## config.mk

```make
export PLATFORM = sky130hd
export DESIGN_NAME = touch_sample_calibrate_average_top
export DESIGN_NICKNAME = d
export VERILOG_FILES = /design/src/rtl/core/tsca_pkg.sv /design/src/rtl/core/touch_sample_calibrate_average_top.sv /design/src/rtl/core/tsca_div.sv
export SDC_FILE = /design/constraint.sdc
export NUM_CORES = 1
export LEC_CHECK = 0
export ABC_AREA = 1
export BUFFER_PORTS_ARGS = -buffer_cell sky130_fd_sc_hd__buf_4
export CAP_MARGIN = 30
export CORE_ASPECT_RATIO = 1.75
export CORE_MARGIN = 2
export CORE_UTILIZATION = 52
export DETAILED_ROUTE_END_ITERATION = 7
export PLACE_DENSITY = 0.69
export SYNTH_ARGS = -nofsm -noshare
export SYNTH_HDL_FRONTEND = slang
export SYNTH_SLANG_ARGS = --single-unit
```

## constraint.sdc

```tcl
create_clock -name i_clk -period 20 [get_ports i_clk]
set_input_delay 3 -clock i_clk [delete_from_list [all_inputs] [get_ports i_clk]]
set_output_delay 3 -clock i_clk [all_outputs]
set_load 0.005 [all_outputs]
```

## src/rtl/core/tsca_pkg.sv

```systemverilog
// tsca_pkg: widths, register indexes, reset values and divider request and response types
// for the touch sample calibrate and average block
// no dependencies
`default_nettype none

package tsca_pkg;

    // field widths
    localparam int RAW_W  = 15;             // raw converter words
    localparam int THR_W  = 13;             // pressure and its threshold
    localparam int CAL_W  = 11;             // shifted raw position and bounds
    localparam int SIZE_W = 12;             // screen size
    localparam int POS_W  = 12;             // screen position
    localparam int ORI_W  = 3;              // orientation flags
    localparam int DVD_W  = CAL_W + SIZE_W; // product of offset and screen size

    // configuration port
    localparam int CFG_IDX_W  = 3;
    localparam int CFG_DATA_W = THR_W;

    localparam logic [CFG_IDX_W-1:0] CFG_THRESHOLD = 3'd0;
    localparam logic [CFG_IDX_W-1:0] CFG_X_LOW     = 3'd1;
    localparam logic [CFG_IDX_W-1:0] CFG_X_HIGH    = 3'd2;
    localparam logic [CFG_IDX_W-1:0] CFG_Y_LOW     = 3'd3;
    localparam logic [CFG_IDX_W-1:0] CFG_Y_HIGH    = 3'd4;
    localparam logic [CFG_IDX_W-1:0] CFG_WIDTH     = 3'd5;
    localparam logic [CFG_IDX_W-1:0] CFG_HEIGHT    = 3'd6;
    localparam logic [CFG_IDX_W-1:0] CFG_ORIENT    = 3'd7;

    // register reset values
    localparam logic [THR_W-1:0]  RST_THRESHOLD = 13'd400;
    localparam logic [CAL_W-1:0]  RST_X_LOW     = 11'd200;
    localparam logic [CAL_W-1:0]  RST_X_HIGH    = 11'd1950;
    localparam logic [CAL_W-1:0]  RST_Y_LOW     = 11'd200;
    localparam logic [CAL_W-1:0]  RST_Y_HIGH    = 11'd1860;
    localparam logic [SIZE_W-1:0] RST_WIDTH     = 12'd320;
    localparam logic [SIZE_W-1:0] RST_HEIGHT    = 12'd240;
    localparam logic [ORI_W-1:0]  RST_ORIENT    = 3'd0;

    // pressure offset added before subtracting the second reading
    localparam logic [THR_W-1:0] PRESS_OFFSET = 13'd4096;

    // orientation flag bits
    localparam int ORI_SWAP  = 0;
    localparam int ORI_INV_X = 1;
    localparam int ORI_INV_Y = 2;

    localparam int AVG_DEPTH_DEF = 4;

    typedef struct packed {
        logic             start;
        logic [DVD_W-1:0] dividend;
        logic [CAL_W-1:0] divisor;
    } t_div_req;

    typedef struct packed {
        logic             done;
        logic [DVD_W-1:0] quot;
    } t_div_rsp;

endpackage

`default_nettype wire

```

## src/rtl/core/touch_sample_calibrate_average_top.sv

```systemverilog
// touch sample calibrate average: a touch maps both axes and averages them with the
// last n points (n = history entries averaged, 1..AVG_DEPTH) into the held position
// the shared serial divider runs four divisions per touch, of DVD_W (23) bits each
// an untouched sample skips the divider; one request at a time, ready only when idle
// synchronous active-low reset loads the register defaults, clears the average count
// and the held position; the position history holds whatever it had until written
`default_nettype none

module touch_sample_calibrate_average_top #(
    parameter int AVG_DEPTH = tsca_pkg::AVG_DEPTH_DEF
) (
    input  wire logic                               i_clk,
    input  wire logic                               i_rst_n,
    // configuration write port
    input  wire logic                               i_cfg_we,
    input  wire logic [tsca_pkg::CFG_IDX_W-1:0]     i_cfg_idx,
    input  wire logic [tsca_pkg::CFG_DATA_W-1:0]    i_cfg_data,
    // sample request
    input  wire logic                               s_tvalid,
    output logic                                    s_tready,
    // z1_word [14:0], z2_word [29:15], x_word [44:30], y_word [59:45], zero pad [63:60]
    input  wire logic [63:0]                        s_tdata,
    // result
    output logic                                    m_tvalid,
    input  wire logic                               m_tready,
    // pos_x [11:0], pos_y [23:12]
    output logic [23:0]                             m_tdata,
    // touched [0]
    output logic                                    m_tuser
);

    localparam int RAW_W  = tsca_pkg::RAW_W;
    localparam int THR_W  = tsca_pkg::THR_W;
    localparam int CAL_W  = tsca_pkg::CAL_W;
    localparam int SIZE_W = tsca_pkg::SIZE_W;
    localparam int POS_W  = tsca_pkg::POS_W;
    localparam int ORI_W  = tsca_pkg::ORI_W;
    localparam int DVD_W  = tsca_pkg::DVD_W;

    // history sizing follows the averaging depth
    localparam int CNT_W = $clog2(AVG_DEPTH + 1);
    localparam int IDX_W = (AVG_DEPTH > 1) ? $clog2(AVG_DEPTH) : 1;
    localparam int SUM_W = POS_W + $clog2(AVG_DEPTH);
    localparam logic [CNT_W-1:0] DEPTH_C = CNT_W'(AVG_DEPTH);
    localparam logic [POS_W-1:0] POS_MAX = '1;

    // sequencer codes
    localparam logic [3:0] S_IDLE  = 4'd0;  // waiting for a request
    localparam logic [3:0] S_MAP   = 4'd1;  // offset times size, start divide by span
    localparam logic [3:0] S_DIV   = 4'd2;  // wait for scaled axis, saturate, invert
    localparam logic [3:0] S_SHIFT = 4'd3;  // push new point into history
    localparam logic [3:0] S_SUM   = 4'd4;  // accumulate one history entry per cycle
    localparam logic [3:0] S_AVG   = 4'd5;  // start divide of sum by count
    localparam logic [3:0] S_AVGW  = 4'd6;  // wait for average, update held position
    localparam logic [3:0] S_DONE  = 4'd7;  // load result register

    // configuration registers
    logic [THR_W-1:0]  r_thr;
    logic [CAL_W-1:0]  r_x_lo, r_x_hi, r_y_lo, r_y_hi;
    logic [SIZE_W-1:0] r_width, r_height;
    logic [ORI_W-1:0]  r_orient;

    // control
    logic [3:0]       r_state, n_state;
    logic             r_axis, n_axis;          // 0 works on x, 1 on y
    logic [CNT_W-1:0] r_hist_cnt, n_hist_cnt;
    logic [CNT_W-1:0] r_sum_idx, n_sum_idx;
    logic [POS_W-1:0] r_held_x, n_held_x;
    logic [POS_W-1:0] r_held_y, n_held_y;
    logic             r_out_valid, n_out_valid;

    // payload
    logic [CAL_W-1:0] r_rx, n_rx;
    logic [CAL_W-1:0] r_ry, n_ry;
    logic             r_touch, n_touch;
    logic [POS_W-1:0] r_px, n_px;
    logic [POS_W-1:0] r_py, n_py;
    logic [SUM_W-1:0] r_sum_x, n_sum_x;
    logic [SUM_W-1:0] r_sum_y, n_sum_y;
    logic [POS_W-1:0] r_out_x, n_out_x;
    logic [POS_W-1:0] r_out_y, n_out_y;
    logic             r_out_touch, n_out_touch;
    logic [POS_W-1:0] r_hist_x [AVG_DEPTH];
    logic [POS_W-1:0] r_hist_y [AVG_DEPTH];

    // request decode
    logic             w_acc;
    logic [RAW_W-1:0] w_z1, w_z2, w_xw, w_yw;
    logic [THR_W-1:0] w_press;
    logic             w_touch;

    // axis mapping datapath
    logic [CAL_W-1:0]  w_raw, w_lo, w_hi, w_off, w_span;
    logic [SIZE_W-1:0] w_size;
    logic [DVD_W-1:0]  w_prod;
    logic              w_inv;
    logic [POS_W-1:0]  w_sat, w_mapped;
    logic              w_last_sum;
    logic [CNT_W-1:0]  w_idx_inc;

    tsca_pkg::t_div_req w_div_req;
    tsca_pkg::t_div_rsp w_div_rsp;

    assign s_tready = (r_state == S_IDLE);
    assign w_acc    = s_tvalid && s_tready;

    assign w_z1 = s_tdata[14:0];
    assign w_z2 = s_tdata[29:15];
    assign w_xw = s_tdata[44:30];
    assign w_yw = s_tdata[59:45];

    // pressure stays within 1..8191, no wrap possible
    assign w_press = {1'b0, w_z1[RAW_W-1:3]} + tsca_pkg::PRESS_OFFSET
                   - {1'b0, w_z2[RAW_W-1:3]};
    assign w_touch = (w_press > r_thr);

    // config writes; the user must issue them only while idle, the block does not enforce it
    always_ff @(posedge i_clk) begin
        if (!i_rst_n) begin
            r_thr    <= tsca_pkg::RST_THRESHOLD;
            r_x_lo   <= tsca_pkg::RST_X_LOW;
            r_x_hi   <= tsca_pkg::RST_X_HIGH;
            r_y_lo   <= tsca_pkg::RST_Y_LOW;
            r_y_hi   <= tsca_pkg::RST_Y_HIGH;
            r_width  <= tsca_pkg::RST_WIDTH;
            r_height <= tsca_pkg::RST_HEIGHT;
            r_orient <= tsca_pkg::RST_ORIENT;
        end else if (i_cfg_we) begin
            unique case (i_cfg_idx)
                tsca_pkg::CFG_THRESHOLD: r_thr    <= i_cfg_data[THR_W-1:0];
                tsca_pkg::CFG_X_LOW:     r_x_lo   <= i_cfg_data[CAL_W-1:0];
                tsca_pkg::CFG_X_HIGH:    r_x_hi   <= i_cfg_data[CAL_W-1:0];
                tsca_pkg::CFG_Y_LOW:     r_y_lo   <= i_cfg_data[CAL_W-1:0];
                tsca_pkg::CFG_Y_HIGH:    r_y_hi   <= i_cfg_data[CAL_W-1:0];
                tsca_pkg::CFG_WIDTH:     r_width  <= i_cfg_data[SIZE_W-1:0];
                tsca_pkg::CFG_HEIGHT:    r_height <= i_cfg_data[SIZE_W-1:0];
                tsca_pkg::CFG_ORIENT:    r_orient <= i_cfg_data[ORI_W-1:0];
                default: ;
            endcase
        end
    end

    // per-axis operands; after a swap the x calibration applies to the former y
    assign w_raw  = r_axis ? r_ry     : r_rx;
    assign w_lo   = r_axis ? r_y_lo   : r_x_lo;
    assign w_hi   = r_axis ? r_y_hi   : r_x_hi;
    assign w_size = r_axis ? r_height : r_width;
    assign w_inv  = r_axis ? r_orient[tsca_pkg::ORI_INV_Y] : r_orient[tsca_pkg::ORI_INV_X];

    // offset clamps at zero, a span that is not positive counts as one
    assign w_off  = (w_raw > w_lo) ? (w_raw - w_lo) : '0;
    assign w_span = (w_hi > w_lo) ? (w_hi - w_lo) : CAL_W'(1);
    assign w_prod = DVD_W'(w_off) * DVD_W'(w_size);

    // scaled value saturates, inversion clamps at zero (size never exceeds the max)
    assign w_sat    = (w_div_rsp.quot > DVD_W'(POS_MAX)) ? POS_MAX
                                                         : w_div_rsp.quot[POS_W-1:0];
    assign w_mapped = !w_inv ? w_sat : ((w_size > w_sat) ? (w_size - w_sat) : '0);

    assign w_idx_inc  = r_sum_idx + CNT_W'(1);
    assign w_last_sum = (w_idx_inc == r_hist_cnt);

    // the divider is shared by both axis scalings and both averages
    always_comb begin
        w_div_req.start    = 1'b0;
        w_div_req.dividend = w_prod;
        w_div_req.divisor  = w_span;
        if (r_state == S_MAP) begin
            w_div_req.start = 1'b1;
        end else if (r_state == S_AVG) begin
            w_div_req.start    = 1'b1;
            w_div_req.dividend = r_axis ? DVD_W'(r_sum_y) : DVD_W'(r_sum_x);
            w_div_req.divisor  = CAL_W'(r_hist_cnt);
        end
    end

    tsca_div u_div (
        .i_clk   (i_clk),
        .i_rst_n (i_rst_n),
        .i_req   (w_div_req),
        .o_rsp   (w_div_rsp)
    );

    // sequencer
    always_comb begin
        n_state     = r_state;
        n_axis      = r_axis;
        n_hist_cnt  = r_hist_cnt;
        n_sum_idx   = r_sum_idx;
        n_held_x    = r_held_x;
        n_held_y    = r_held_y;
        n_out_valid = r_out_valid;
        n_rx        = r_rx;
        n_ry        = r_ry;
        n_touch     = r_touch;
        n_px        = r_px;
        n_py        = r_py;
        n_sum_x     = r_sum_x;
        n_sum_y     = r_sum_y;
        n_out_x     = r_out_x;
        n_out_y     = r_out_y;
        n_out_touch = r_out_touch;

        if (r_out_valid && m_tready) begin
            n_out_valid = 1'b0;
        end

        unique case (r_state)
            S_IDLE: begin
                if (w_acc) begin
                    n_touch = w_touch;
                    n_axis  = 1'b0;
                    if (r_orient[tsca_pkg::ORI_SWAP]) begin
                        n_rx = w_yw[RAW_W-1:4];
                        n_ry = w_xw[RAW_W-1:4];
                    end else begin
                        n_rx = w_xw[RAW_W-1:4];
                        n_ry = w_yw[RAW_W-1:4];
                    end
                    if (w_touch) begin
                        n_state = S_MAP;
                    end else begin
                        // no touch: restart averaging, keep the held position
                        n_hist_cnt = '0;
                        n_state    = S_DONE;
                    end
                end
            end
            S_MAP: begin
                n_state = S_DIV;
            end
            S_DIV: begin
                if (w_div_rsp.done) begin
                    if (!r_axis) begin
                        n_px    = w_mapped;
                        n_axis  = 1'b1;
                        n_state = S_MAP;
                    end else begin
                        n_py    = w_mapped;
                        n_state = S_SHIFT;
                    end
                end
            end
            S_SHIFT: begin
                if (r_hist_cnt < DEPTH_C) begin
                    n_hist_cnt = r_hist_cnt + CNT_W'(1);
                end
                n_sum_idx = '0;
                n_sum_x   = '0;
                n_sum_y   = '0;
                n_state   = S_SUM;
            end
            S_SUM: begin
                n_sum_x   = r_sum_x + SUM_W'(r_hist_x[r_sum_idx[IDX_W-1:0]]);
                n_sum_y   = r_sum_y + SUM_W'(r_hist_y[r_sum_idx[IDX_W-1:0]]);
                n_sum_idx = w_idx_inc;
                if (w_last_sum) begin
                    n_axis  = 1'b0;
                    n_state = S_AVG;
                end
            end
            S_AVG: begin
                n_state = S_AVGW;
            end
            S_AVGW: begin
                if (w_div_rsp.done) begin
                    if (!r_axis) begin
                        n_held_x = w_div_rsp.quot[POS_W-1:0];
                        n_axis   = 1'b1;
                        n_state  = S_AVG;
                    end else begin
                        n_held_y = w_div_rsp.quot[POS_W-1:0];
                        n_state  = S_DONE;
                    end
                end
            end
            S_DONE: begin
                // result register frees up when the previous result is taken
                if (!r_out_valid || m_tready) begin
                    n_out_touch = r_touch;
                    n_out_x     = r_held_x;
                    n_out_y     = r_held_y;
                    n_out_valid = 1'b1;
                    n_state     = S_IDLE;
                end
            end
            default: begin
                n_state = S_IDLE;
            end
        endcase
    end

    always_ff @(posedge i_clk) begin
        if (!i_rst_n) begin
            r_state     <= S_IDLE;
            r_axis      <= 1'b0;
            r_hist_cnt  <= '0;
            r_sum_idx   <= '0;
            r_held_x    <= '0;
            r_held_y    <= '0;
            r_out_valid <= 1'b0;
        end else begin
            r_state     <= n_state;
            r_axis      <= n_axis;
            r_hist_cnt  <= n_hist_cnt;
            r_sum_idx   <= n_sum_idx;
            r_held_x    <= n_held_x;
            r_held_y    <= n_held_y;
            r_out_valid <= n_out_valid;
        end
    end

    always_ff @(posedge i_clk) begin
        r_rx        <= n_rx;
        r_ry        <= n_ry;
        r_touch     <= n_touch;
        r_px        <= n_px;
        r_py        <= n_py;
        r_sum_x     <= n_sum_x;
        r_sum_y     <= n_sum_y;
        r_out_x     <= n_out_x;
        r_out_y     <= n_out_y;
        r_out_touch <= n_out_touch;
    end

    // history line, newest entry first
    always_ff @(posedge i_clk) begin
        if (r_state == S_SHIFT) begin
            for (int i = AVG_DEPTH - 1; i > 0; i--) begin
                r_hist_x[i] <= r_hist_x[i-1];
                r_hist_y[i] <= r_hist_y[i-1];
            end
            r_hist_x[0] <= r_px;
            r_hist_y[0] <= r_py;
        end
    end

    assign m_tvalid = r_out_valid;
    assign m_tdata  = {r_out_y, r_out_x};
    assign m_tuser  = r_out_touch;

    a_cnt_range: assert property (@(posedge i_clk) disable iff (!i_rst_n)
        r_hist_cnt <= DEPTH_C)
        else $error("history count above averaging depth");

    a_no_touch_path: assert property (@(posedge i_clk) disable iff (!i_rst_n)
        (w_acc && !w_touch) |=> (r_state == S_DONE && r_hist_cnt == '0))
        else $error("untouched sample did not clear the average count");

    a_sum_in_range: assert property (@(posedge i_clk) disable iff (!i_rst_n)
        (r_state == S_SUM) |-> (r_sum_idx < r_hist_cnt && r_hist_cnt != '0))
        else $error("summing past the valid history");

    a_result_from_done: assert property (@(posedge i_clk) disable iff (!i_rst_n)
        $rose(m_tvalid) |-> ($past(r_state) == S_DONE))
        else $error("result loaded outside the done step");

endmodule

`default_nettype wire

```

## src/rtl/core/tsca_div.sv

```systemverilog
// tsca_div: restoring divider, one quotient bit per cycle
// uses tsca_pkg for widths and the request and response structs
`default_nettype none

module tsca_div (
    input  wire logic              i_clk,
    input  wire logic              i_rst_n,
    input  wire tsca_pkg::t_div_req i_req,
    output tsca_pkg::t_div_rsp     o_rsp
);

    localparam int DVD_W = tsca_pkg::DVD_W;
    localparam int DVS_W = tsca_pkg::CAL_W;
    localparam int CNT_W = $clog2(DVD_W + 1);

    logic             r_busy, n_busy;
    logic             r_done, n_done;
    logic [CNT_W-1:0] r_cnt, n_cnt;
    logic [DVD_W-1:0] r_q, n_q;
    logic [DVS_W-1:0] r_rem, n_rem;
    logic [DVS_W-1:0] r_dvs, n_dvs;

    logic [DVS_W:0] w_sh;
    logic [DVS_W:0] w_diff;
    logic           w_ge;

    assign w_sh   = {r_rem, r_q[DVD_W-1]};
    assign w_ge   = (w_sh >= {1'b0, r_dvs});
    assign w_diff = w_sh - {1'b0, r_dvs};

    always_comb begin
        n_busy = r_busy;
        n_done = 1'b0;
        n_cnt  = r_cnt;
        n_q    = r_q;
        n_rem  = r_rem;
        n_dvs  = r_dvs;
        if (i_req.start) begin
            n_busy = 1'b1;
            n_cnt  = CNT_W'(DVD_W);
            n_q    = i_req.dividend;
            n_rem  = '0;
            n_dvs  = i_req.divisor;
        end else if (r_busy) begin
            // remainder stays below the divisor, so the difference fits
            n_rem = w_ge ? w_diff[DVS_W-1:0] : w_sh[DVS_W-1:0];
            n_q   = {r_q[DVD_W-2:0], w_ge};
            n_cnt = r_cnt - CNT_W'(1);
            if (r_cnt == CNT_W'(1)) begin
                n_busy = 1'b0;
                n_done = 1'b1;
            end
        end
    end

    always_ff @(posedge i_clk) begin
        if (!i_rst_n) begin
            r_busy <= 1'b0;
            r_done <= 1'b0;
            r_cnt  <= '0;
        end else begin
            r_busy <= n_busy;
            r_done <= n_done;
            r_cnt  <= n_cnt;
        end
    end

    always_ff @(posedge i_clk) begin
        r_q   <= n_q;
        r_rem <= n_rem;
        r_dvs <= n_dvs;
    end

    assign o_rsp.done = r_done;
    assign o_rsp.quot = r_q;

    // a new division only starts once the previous one has finished
    a_start_idle: assert property (@(posedge i_clk) disable iff (!i_rst_n)
        i_req.start |-> !r_busy)
        else $error("divider started while busy");

    a_done_after_busy: assert property (@(posedge i_clk) disable iff (!i_rst_n)
        r_done |-> $past(r_busy))
        else $error("divider done without a running division");

    a_divisor_nonzero: assert property (@(posedge i_clk) disable iff (!i_rst_n)
        i_req.start |-> (i_req.divisor != '0))
        else $error("divider started with zero divisor");

endmodule

`default_nettype wire
```

Word-level counts from Yosys, hierarchy flattened
Memories as Yosys holds them, arrays and structs flattened. A register that Yosys moved wholly into a read port is not among the register bits.
Index checks and enable logic that the tools add are counted.
- flip-flop bits (word level): 272
- bits in writable memories: 96
- output and inout port bits: 27
- logic and storage cells: 164
- memories: 2
- add/sub/neg operators: 11
- $mul: 1
- $lt $le $gt $ge: 7
- equality and inequality tests: 24
- mux-type cells: 54
- bitwise logic cells: 3
- reduce and logical (&&, ||, !) cells: 30
- memories (memory ; depth ; width ; read ports ; clocked after memory_dff ; wr ports ; RTL line ; text):
    r_hist_x ; 4 ; 12 ; 4 ; 1 ; 4 ; touch_sample_calibrate_average_top.sv:83 ; logic [POS_W-1:0] r_hist_x [AVG_DEPTH];
    r_hist_y ; 4 ; 12 ; 4 ; 1 ; 4 ; touch_sample_calibrate_average_top.sv:84 ; logic [POS_W-1:0] r_hist_y [AVG_DEPTH];
- operators by type and width (kind ; count):
    two-way mux 11 bit ; 8
    one-hot mux 14 bit (2 select lines) ; 2
    two-way mux 12 bit ; 4
    two-way mux 23 bit ; 2
    two-way mux 35 bit ; 1
    two-way mux 34 bit ; 1
    subtractor 11 bit ; 3
    one-hot mux 4 bit (8 select lines) ; 1
    adder 14 x 12 -> 14 bit ; 2
    greater-than comparator 23 x 12 -> 1 bit, second input constant ; 1
    multiplier 11 x 12 -> 23 bit ; 1
    greater-than comparator 11 bit ; 2
    two-way mux 4 bit ; 5
    AND reduction 2 bit ; 10
    equality test 4 x 3 -> 1 bit, second input constant ; 4
    two-way mux 1 bit ; 14
    two-way mux 14 bit ; 1
    adder 12 x 13 -> 13 bit, second input constant ; 1
    greater-than comparator 13 bit ; 1
    subtractor 13 x 12 -> 13 bit ; 1
    equality test 3 bit, second input constant ; 4
    >= comparator 12 x 11 -> 1 bit ; 1
    greater-than comparator 12 bit ; 1
    two-way mux 2 bit ; 6
    29 further kinds ; 53

Depth between registers and ports, before layout
- word-level depth: 7
- depth in mapped cells: 41

By module
Synthesis repeated with hierarchy kept, for this count alone.
- cells, all modules: 2825
- area, all modules: 23463.8 µm²
- by module, submodules not included (module ; instances ; cells each ; area each (µm²) ; sequential area each (µm²)):
    touch_sample_calibrate_average_top ; 1 ; 2460 ; 20519.7 ; 8308.0
    tsca_div ; 1 ; 365 ; 2944.1 ; 1381.3

Worst setup path before layout
No wires, ideal clock.
- kind: flip-flop to flip-flop
- start point: register r_axis
- end point: register u_div.r_q[17], data pin
- data arrival time: 6.742 ns
- required time: 19.747 ns
- setup slack: 13.005 ns
- stages on the path, launching flop included: 35
- path buffers: 4
- period minus slack after synthesis: 6.995 ns
- cells stage by stage: dfxtp_1 buf_2 buf_2 buf_2 clkbuf_1 nand2_1 nand2_1 ha_1 inv_1 fa_1 inv_1 o21ai_1 nand2_1 nand2_1 nand2_1 nand2_1 xor2_2 nor2_1 nand2_1 fa_1 fa_1 inv_1 fa_1 fa_1 inv_1 fa_1 inv_1 ha_1 a21oi_1 o21ai_0 a21oi_1 nand2_1 or2_2 nand3_1 nand2_1
- longest elaborated chain between the ends: 7
- elaborated cells on any way between the ends: 10
- those cells by class: add/sub (1); mul (1); order compare (1); mux (7)
- RTL lines (item ; RTL line ; text):
    start, declared ; touch_sample_calibrate_average_top.sv:65 ; logic r_axis, n_axis;
    start signal, assigned ; touch_sample_calibrate_average_top.sv:304 ; r_axis <= n_axis;
    two-way mux 11 bit, on equally long branches ; touch_sample_calibrate_average_top.sv:144, touch_sample_calibrate_average_top.sv:145 ;
    subtractor 11 bit or greater-than comparator 11 bit (tied branches) ; touch_sample_calibrate_average_top.sv:151 ; assign w_off = (w_raw > w_lo) ? (w_raw - w_lo) : '0;
    two-way mux 11 bit ; touch_sample_calibrate_average_top.sv:151 ;
    multiplier 11 x 12 -> 23 bit (*) ; touch_sample_calibrate_average_top.sv:153 ; assign w_prod = DVD_W'(w_off) * DVD_W'(w_size);
    two-way mux 35 bit ; touch_sample_calibrate_average_top.sv:170 ; end else if (r_state == S_AVG) begin
    two-way mux 34 bit (*) ; touch_sample_calibrate_average_top.sv:168 ; if (r_state == S_MAP) begin
    two-way mux 23 bit (*) ; tsca_div.sv:38 ; if (i_req.start) begin
    named net u_div.n_q[17] ; tsca_div.sv:19 ; logic [DVD_W-1:0] r_q, n_q;
    end signal, assigned ; tsca_div.sv:69 ; r_q <= n_q;
    end, declared ; tsca_div.sv:19 ;
The timed path passes the listed nets; every way through them passes the cells marked *.
A chain may end at the register's enable or synchronous reset.

Worst setup path after layout
- start point: register r_axis
- end point: register u_div.r_q[22], data pin
The elaborated chain is that of the path after synthesis.

==> impl_metrics.env <==
export IMPL_status="complete, no violations"
export IMPL_root_buffer="clkbuf_16"
export IMPL_grt_use_total_pct=27.4
export IMPL_seq_area_frac_synth_pct=41.9
export IMPL_min_period_over_period_pct=43.7
export IMPL_clk_pin_slew_ps=70
export IMPL_hold_path_class="flip-flop to flip-flop"
export IMPL_dp_hpwl_um=48200
export IMPL_maxSlewHeadroom_pct=31.8
export IMPL_die_area_sq_um=46200
export IMPL_power_density_nw_per_um2=187
export IMPL_vias=18900
export IMPL_regToRegStartpoint="r_axis"
export IMPL_syn_num_nets=3087
export IMPL_hold_viol_final=0
export IMPL_grt_pass1_vias=19300
export IMPL_crit_path_end_kind="flip-flop"
export IMPL_post_cts_repair_setup_buffers=0
export IMPL_peakVddDrop_v=0.000204
export IMPL_ys_warn_count=0
export IMPL_drc_errors=0
export IMPL_grt_pass1_wl_um=98500
export IMPL_tns_ps=0
export IMPL_synth_top_area_cell="edfxtp_1"
export IMPL_p_switching_w=0.00238
export IMPL_synth_top_area_share_pct=29.9
export IMPL_antenna_found_initial=0
export IMPL_post_route_min_period_ps=8740
export IMPL_cts_tree="done"
export IMPL_vias_per_cell=5.53
export IMPL_slew_viol_final=0
export IMPL_clock_skew_ps=22.2
export IMPL_area_delta_synth_final_pct=10.5
export IMPL_cts_resized_gates=0
export IMPL_min_delay_start="r_px[9]"
export IMPL_cts_sinks=369
export IMPL_core_area_sq_um=44000
export IMPL_num_antenna_cells=0
export IMPL_share_comb_of_total_power_pct=64.2
export IMPL_worst_path_buf_inv=7
export IMPL_whs_endpoint="r_hist_x[0][9]"
export IMPL_design_area_sq_um=25500
export IMPL_io_buffers=93
export IMPL_r2r_cells=30
export IMPL_crit_family="adder cells"
export IMPL_ff2ff_setup_slack_ps=11260
export IMPL_cts_buffers=35
export IMPL_cellInternalPower_w=0.00239
export IMPL_startpoint_type="flip-flop"
export IMPL_yosysUniqueCellTypes=48
export IMPL_synth_cells=2747
export IMPL_synth_flop_cell="edfxtp_1"
export IMPL_max_freq_mhz=114
export IMPL_cp_slowest_cell="mux2i_1"
export IMPL_avgRoutedWirePerCell_um=18.1
export IMPL_seq_power_share_pct=22.0
export IMPL_synth_edf_count=230
export IMPL_synthArstFlopShare_pct=0
export IMPL_final_layout_size_suffix_gt1_share_pct=7.61
export IMPL_p_total_w=0.00477
export IMPL_leakage_nw=11.5
export IMPL_placed_area_sq_um=24400
export IMPL_worst_ep_arrival_time_ps=9040
export IMPL_grt_setup_unrepaired="false"
export IMPL_first_iter_violations=1074
export IMPL_grt_overflow=0
export IMPL_critPathMaxStageDelay_ps=880
export IMPL_routabilityCongestion=0.919
export IMPL_worstPathMaxFanout=33
export IMPL_postRouteAntennaNets=0
export IMPL_avgSynthCellArea_sq_um=8.41
export IMPL_p_clk_share_pct=13.8
export IMPL_drtPass1Iterations=7
export IMPL_reg2reg_to="u_div.r_q[22]"
export IMPL_netlist_area_sq_um=23100
export IMPL_rows=102
export IMPL_finalSetupViolations=0
export IMPL_ys_ff_latch=369
export IMPL_p_sw_share_pct=50.0
export IMPL_cts_hold_fix_buffers=0
export IMPL_crit_type="flip-flop to flip-flop"
export IMPL_min_path_cells=0
export IMPL_maxCapViolCount=0
export IMPL_htree_num_levels=2
export IMPL_nNetsFinal=3163
export IMPL_worstPathRequired_ps=20300
export IMPL_dieHeight_um=283
export IMPL_num_io_pins=112
export IMPL_ys_top_cells_by_area="edfxtp_1 30%, dfxtp_1 12%, nand2_1 9.0%"
export IMPL_initial_core_util_pct=52.5
export IMPL_routed_wirelength_um=61800
export IMPL_cts_buffer_depth=3
export IMPL_grt_max_degree=73
export IMPL_clk_latency_ps=560
export IMPL_worst_pin_slew_ps=995
export IMPL_die_w_um=163
==> how the worst max path moves through the flow <==
| stage | startpoint | slack (ps) | to | depth (start not counted) |
|---|---|---|---|---|
| 6_report | r_axis | 11260 | u_div.r_q[22] | 30 |
| 5_1_grt | r_axis | 10880 | u_div.r_q[22] | 32 |
| 4_1_cts | r_axis | 11340 | u_div.r_q[22] | 30 |
| 3_5_place_dp | r_axis | 11380 | u_div.r_q[22] | 30 |
| 3_3_place_gp | r_axis | 11470 | u_div.r_q[22] | 30 |
| 2_1_floorplan | r_axis | 13010 | u_div.r_q[17] | 34 |
==> logic make-up after synthesis <==
family / count (synthesis) / synth area share (%)
muxes: 12 / 0.520
buffers and inverters: 423 / 6.97
and+or+nand+nor: 1163 / 20.5
AOI/OAI and AO/OA: 477 / 11.3
adders and majority gates: 255 / 16.9
DFF: 369 / 41.9
xor gates and xnor gates: 48 / 1.85
==> worst reg2reg max path: cells and delay by family, from the launching register on <==
kind / cells / cell delay [ps]
mux: 1 / 890
compound gates: 5 / 910
simple gates: 10 / 1490
flops: 1 / 350
buf+inv: 7 / 1540
fa+ha+maj: 7 / 3310
==> Yosys cell counts, types with 3 or more instances <==
cell type,n
a21o_1,12
a21oi_1,152
a22oi_1,3
a31oi_1,6
buf_1,4
buf_2,13
clkbuf_1,59
clkinv_1,5
dfxtp_1,139
edfxtp_1,230
fa_1,96
ha_1,159
inv_1,335
inv_2,6
mux2i_1,12
nand2_1,552
nand2_2,3
nand3_1,109
nand3b_1,8
nand4_1,22
nor2_1,418
nor3_1,20
o2111ai_1,3
o211ai_1,14
o21a_1,10
o21ai_0,212
o21ai_1,11
o21ai_2,4
o21bai_1,8
o22ai_1,31
or2_2,20
xnor2_1,22
xor2_1,25
==> metal layers <==
layer	part of all wire, %	wire [um]	global-route usage, %	up-vias
met5	0	0	0	-
met4	7.3	4490	17.1	0
met3	4.2	2610	3.11	197
met2	54	33300	53.2	590
met1	35	21400	27.2	8931
li1	-	-	-	9220
==> per-stage QoR <==
stage	std cells	worst slack, ps	hold WS (ps)	utilization [%]
global route	3422	10880	424	58.0
floorplan	2747	13010	400	-
CTS	3422	11340	418	58.0
detailed placement	3358	11380	405	55.5
global placement	3357	11470	402	55.4
finish	3422	11260	418	58.0
==> sequential cells by signal, summed over array words and instances, names as in the netlist, 13 cells and up, named ones only <==
name / cells
r_hist_x: 48
r_thr: 13
r_sum_x: 14
u_div.r_q: 23
r_sum_y: 14
r_hist_y: 48
==> power by group through the flow <==
stage | Combinational, W | Sequential, W | Clock, W
final | 0.00306 | 0.00105 | 0.000658
after global routing | 0.00354 | 0.00106 | 0.000696
after CTS | 0.00307 | 0.00105 | 0.000671
after detailed placement | 0.00304 | 0.00107 | 0
after global placement | 0.00299 | 0.00106 | 0
after floorplan | 0.00229 | 0.00103 | 0
==> cell usage in the layout (no fill, tap or decap), drive strengths merged, types with 6 or more instances in the layout <==
cell / count
a21o: 12
a21oi: 152
a31oi: 6
buf: 116
clkbuf: 44
clkinv: 15
dfxtp: 139
edfxtp: 230
fa: 96
ha: 159
inv: 348
mux2i: 12
nand2: 555
nand3: 111
nand3b: 8
nand4: 22
nor2: 421
nor3: 23
o211ai: 14
o21a: 10
o21ai: 227
o21bai: 8
o22ai: 31
or2: 20
xnor2: 22
xor2: 26
==> layout make-up <==
| cell class | count | area (sq um) |
|---|---|---|
| fill | 3938 | 18500 |
| tap | 572 | 716 |
| multi-input combinational | 1955 | 11800 |
| sequential | 369 | 9690 |
| clock inverter | 20 | 166 |
| clock buffer | 44 | 952 |
| timing repair buffer | 116 | 891 |
| inverter | 346 | 1300 |
No activity file was read; power rests on OpenSTA's default activity.
